===== config.mk =====
export PLATFORM = sky130hd
export DESIGN_NAME = glos_cell_idx
export DESIGN_NICKNAME = d
export VERILOG_FILES = /design/src/design/glos_pkg.sv /design/src/design/glos_cell_idx.sv
export SDC_FILE = /design/constraint.sdc
export NUM_CORES = 1
export LEC_CHECK = 0
export ABC_AREA = 1
export BUFFER_PORTS_ARGS = -buffer_cell sky130_fd_sc_hd__buf_2
export CORE_AREA = 3 3 40 42
export DETAILED_ROUTE_END_ITERATION = 6
export DIE_AREA = 0 0 43 45
export PLACE_DENSITY = 0.73
export SLEW_MARGIN = 40
export SYNTH_ARGS = -nofsm -noshare
export SYNTH_HDL_FRONTEND = slang
export SYNTH_SLANG_ARGS = --single-unit
export TNS_END_PERCENT = 30

===== constraint.sdc =====
create_clock -name vclk -period 2.35
set_clock_uncertainty 0.1 [all_clocks]
set_input_delay 0.3525 -clock vclk [all_inputs]
set_output_delay 0.3525 -clock vclk [all_outputs]
set_load 0.02 [all_outputs]

===== src/design/glos_pkg.sv =====
// Shared types and constants for the grid line-of-sight block.
package glos_pkg;

    // Walk coordinates run from -1 up to 255; one sign bit over nine magnitude bits holds them.
    localparam int COORD_W = 10;

    // Width that holds any grid dimension, up to 8191.
    localparam int LIM_W = 13;

    // Operation codes carried on the op field.
    localparam logic OP_WRITE = 1'b0;
    localparam logic OP_QUERY = 1'b1;

    typedef logic signed [COORD_W-1:0] t_coord;

    // One cell reference handed to the address unit.
    typedef struct packed {
        t_coord row;
        t_coord col;
    } t_cell;

    typedef enum logic [2:0] {
        S_CLEAR,
        S_IDLE,
        S_SETUP,
        S_LOOP,
        S_WAIT,
        S_CHK2,
        S_DONE
    } t_state;

    // Which cell check a pending map read belongs to.
    typedef enum logic [1:0] {
        K_ENTER,
        K_INNER,
        K_PAIR_HI,
        K_PAIR_LO
    } t_kind;

endpackage


===== src/design/glos_cell_idx.sv =====
// Cell address unit: grid bounds check and linear map address of one cell.
module glos_cell_idx
    import glos_pkg::*;
#(
    parameter int GRID_H = 256,
    parameter int GRID_W = 256,
    parameter int AW = 16
) (
    input  t_cell           i_cell,
    output logic [AW-1:0]   o_addr,
    output logic            o_oob
);

    localparam int LIN_W = AW + COORD_W;
    localparam logic [LIM_W-1:0] LIM_ROWS = LIM_W'(GRID_H);
    localparam logic [LIM_W-1:0] LIM_COLS = LIM_W'(GRID_W);

    logic [LIM_W-1:0] w_row_u;
    logic [LIM_W-1:0] w_col_u;
    logic [LIN_W-1:0] w_lin;

    // Magnitudes of the coordinates; a set sign bit means the cell lies above or left of the grid.
    assign w_row_u = LIM_W'(i_cell.row[COORD_W-2:0]);
    assign w_col_u = LIM_W'(i_cell.col[COORD_W-2:0]);

    assign o_oob = i_cell.row[COORD_W-1] | i_cell.col[COORD_W-1]
                 | (w_row_u >= LIM_ROWS) | (w_col_u >= LIM_COLS);

    // Row-major address; meaningless when the cell is outside the grid.
    assign w_lin  = LIN_W'(w_row_u) * LIN_W'(GRID_W) + LIN_W'(w_col_u);
    assign o_addr = w_lin[AW-1:0];

endmodule

==> flow_summary_export.csv <==
group,metric,value,unit
yosys,yosysTopAreaCell,"nand2_1",
power,ir_drop,0.0000899,V
final_layout,final_nets,106,
yosys,avgSynthCellArea,5.62,um^2
setup_path,startpoint_type,"primary input",
power,switchingPower,0.0000726,W
yosys,ys_seq_area_share,0,%
sta,layout_min_cycle_time,2.15,ns
routing,first_iter_violations,2,
final_layout,n_clock_buffer,0,
setup_path,worst-endpoint-required,1.90,ns
yosys,synth_area_leaders,"nand2_1 (24%), ha_1 (17%), buf_4 (16%), inv_1 (12%), nand3_1 (8.2%)",
floorplan,chipWidth,43,um
global_routing,grt_pass1_vias,336,
yosys,synth_top_area_share,23.6,%
min_path,hold_depth,0,
placement,gp_congestion,0.784,
sta,fin_crit_sh,91.6,%
floorplan,ioPinCount,37,
yosys,synth_common_cells,"nand2_1 (23), inv_1 (12), buf_4 (8)",
global_routing,gr-total-overflow,0,
clock_tree,holdBufCountCts,0,
final_layout,drive_gt1_share,28.2,%
placement,dp_worst_setup_slack,0.183,ns
routing,vias,400,
yosys,synth_area,365,um^2
clock_tree,cts.repair.resized,0,
sta,relSlewSlack,89.6,%
global_routing,grt_max_degree,7,
floorplan,rows,13,
global_routing,grt_antenna_before_repair,0,
floorplan,die_h,45,um
sta,finalMaxSlewViolations,0,
placement,numPortBuffers,21,
power,pwr-share-seq,0,%
floorplan,die_area,1940,um^2
floorplan,core_area,1280,um^2
power,p_comb_share,100.0,%
min_path,holdPathEnd,"o_addr[5]",
sta,worstMarginPinSlew,0.156,ns
setup_path,cp.arrival,1.70,ns
flow_run,drv_cap,0,
yosys,yosys_warnings,0,
routing,via_per_inst,4.30,
clock_tree,post-cts-setup-buffers,0,
power,p_int,0.0000483,W
min_path,hp-class,"in -> out",
floorplan,start_util,28.4,%
final_layout,syn2layout_area_growth,17.5,%
routing,drc,0,
sta,fmax,0.465,GHz
sta,hold_viol,0,
final_layout,regArea,0,um^2
sta,final.setup.tns,0,ns
placement,place_hpwl,753,um
global_routing,grt_pass1_wl,1200,um
yosys,post-synth-top-count-cell,"nand2_1",
global_routing,groute.usage.overall,7.39,%
power,clockPowerShare,0,%
final_layout,final_util,33.4,%
power,p_sw_share,60.0,%
final_layout,n_sequential_cell,0,
yosys,synth_nets,91,
yosys,ys_types,11,
setup_path,critPathKind,"in -> out",
setup_path,cp-end-kind,"primary output",
min_path,min_from,"i_cell[5]",
power,power_density,282,nW/um^2
yosys,netlist_instances,65,
routing,drtAntennaViolNets,0,
setup_path,cp_max_fo,6,
final_layout,antenna_cells,0,
routing,wl_per_cell,8.59,um
sta,setup_ws,0.198,ns
routing,drt_first_pass_iters,3,
routing,routed_wl,799,um
power,p_leak,0.281,nW
sta,setup_violations,0,
sta,rsz0062_at_grt,"false",
status,status,"finished, final reports clean",
## worst max-delay path by stage
stage | depth (start not counted) | startpoint | slack, ns | to
5_1_grt | 10 | i_cell[8] | 0.08 | o_addr[14]
4_1_cts | 10 | i_cell[8] | 0.18 | o_addr[14]
6_report | 10 | i_cell[8] | 0.20 | o_addr[14]
2_1_floorplan | 6 | i_cell[8] | 0.40 | o_addr[12]
3_3_place_gp | 10 | i_cell[8] | 0.22 | o_addr[14]
3_5_place_dp | 10 | i_cell[8] | 0.18 | o_addr[14]
## cells in the final DEF (no fill, tap or decap)
| cell type | netlist | routed |
|---|---|---|
| or2_4 | 1 | 1 |
| nand2_1 | 23 | 23 |
| nor3_1 | 1 | 1 |
| nand4_1 | 1 | 1 |
| inv_1 | 12 | 12 |
| ha_1 | 5 | 5 |
| nand3_1 | 6 | 6 |
| buf_2 | 0 | 21 |
| nor2_1 | 4 | 4 |
| xnor2_1 | 3 | 3 |
| fa_1 | 1 | 1 |
## logic make-up (layout without fill, tap and decap cells)
kind of cell | count (synthesis) | after routing | share of synthesized area (%)
xor gates and xnor gates | 3 | 3 | 7.19
and+or+nand+nor | 36 | 36 | 41.4
buffers and inverters | 20 | 33 | 28.8
adders and majority gates | 6 | 6 | 22.6
## layer usage
| metal | global-route usage (%) | up-vias | routed length [um] |
|---|---|---|---|
| li1 | - | 219 | - |
| met1 | 6.94 | 171 | 325 |
| met2 | 16.8 | 10 | 422 |
| met3 | 1.59 | 0 | 51 |
| met4 | 0 | 0 | 0 |
| met5 | 0 | - | 0 |
## power groups by stage
stage               clock network, W  logic (W)  registers [W]
floorplan                          0   0.000103              0
global placement                   0   0.000121              0
detailed placement                 0   0.000122              0
CTS                                0   0.000123              0
global route                       0   0.000135              0
finish                             0   0.000121              0
## critical path, stage by stage
cell and delay, ns:
buf_2 0.14, ha_1 0.17, inv_1 0.05, fa_1 0.40, nor2_1 0.18, nand2_1 0.09, nand3_1 0.07, nand2_1 0.05
nand2_1 0.04, buf_2 0.15
## stage by stage
step	instance area [um^2]	hold slack, ns	total power, W	std cells
final	429	0.605	0.000121	93
after global routing	429	0.605	0.000135	93
after CTS	429	0.605	0.000123	93
after detailed placement	429	0.605	0.000122	93
after global placement	429	0.605	0.000121	93
after floorplan	365	0.718	0.000103	65
## layout make-up
class,count,area [um^2]
inverters,12,45.0
well taps,15,18.8
repair buffers,21,105
fillers,145,856
multi-input cells,45,260
Power figures use the tool's default switching activity.
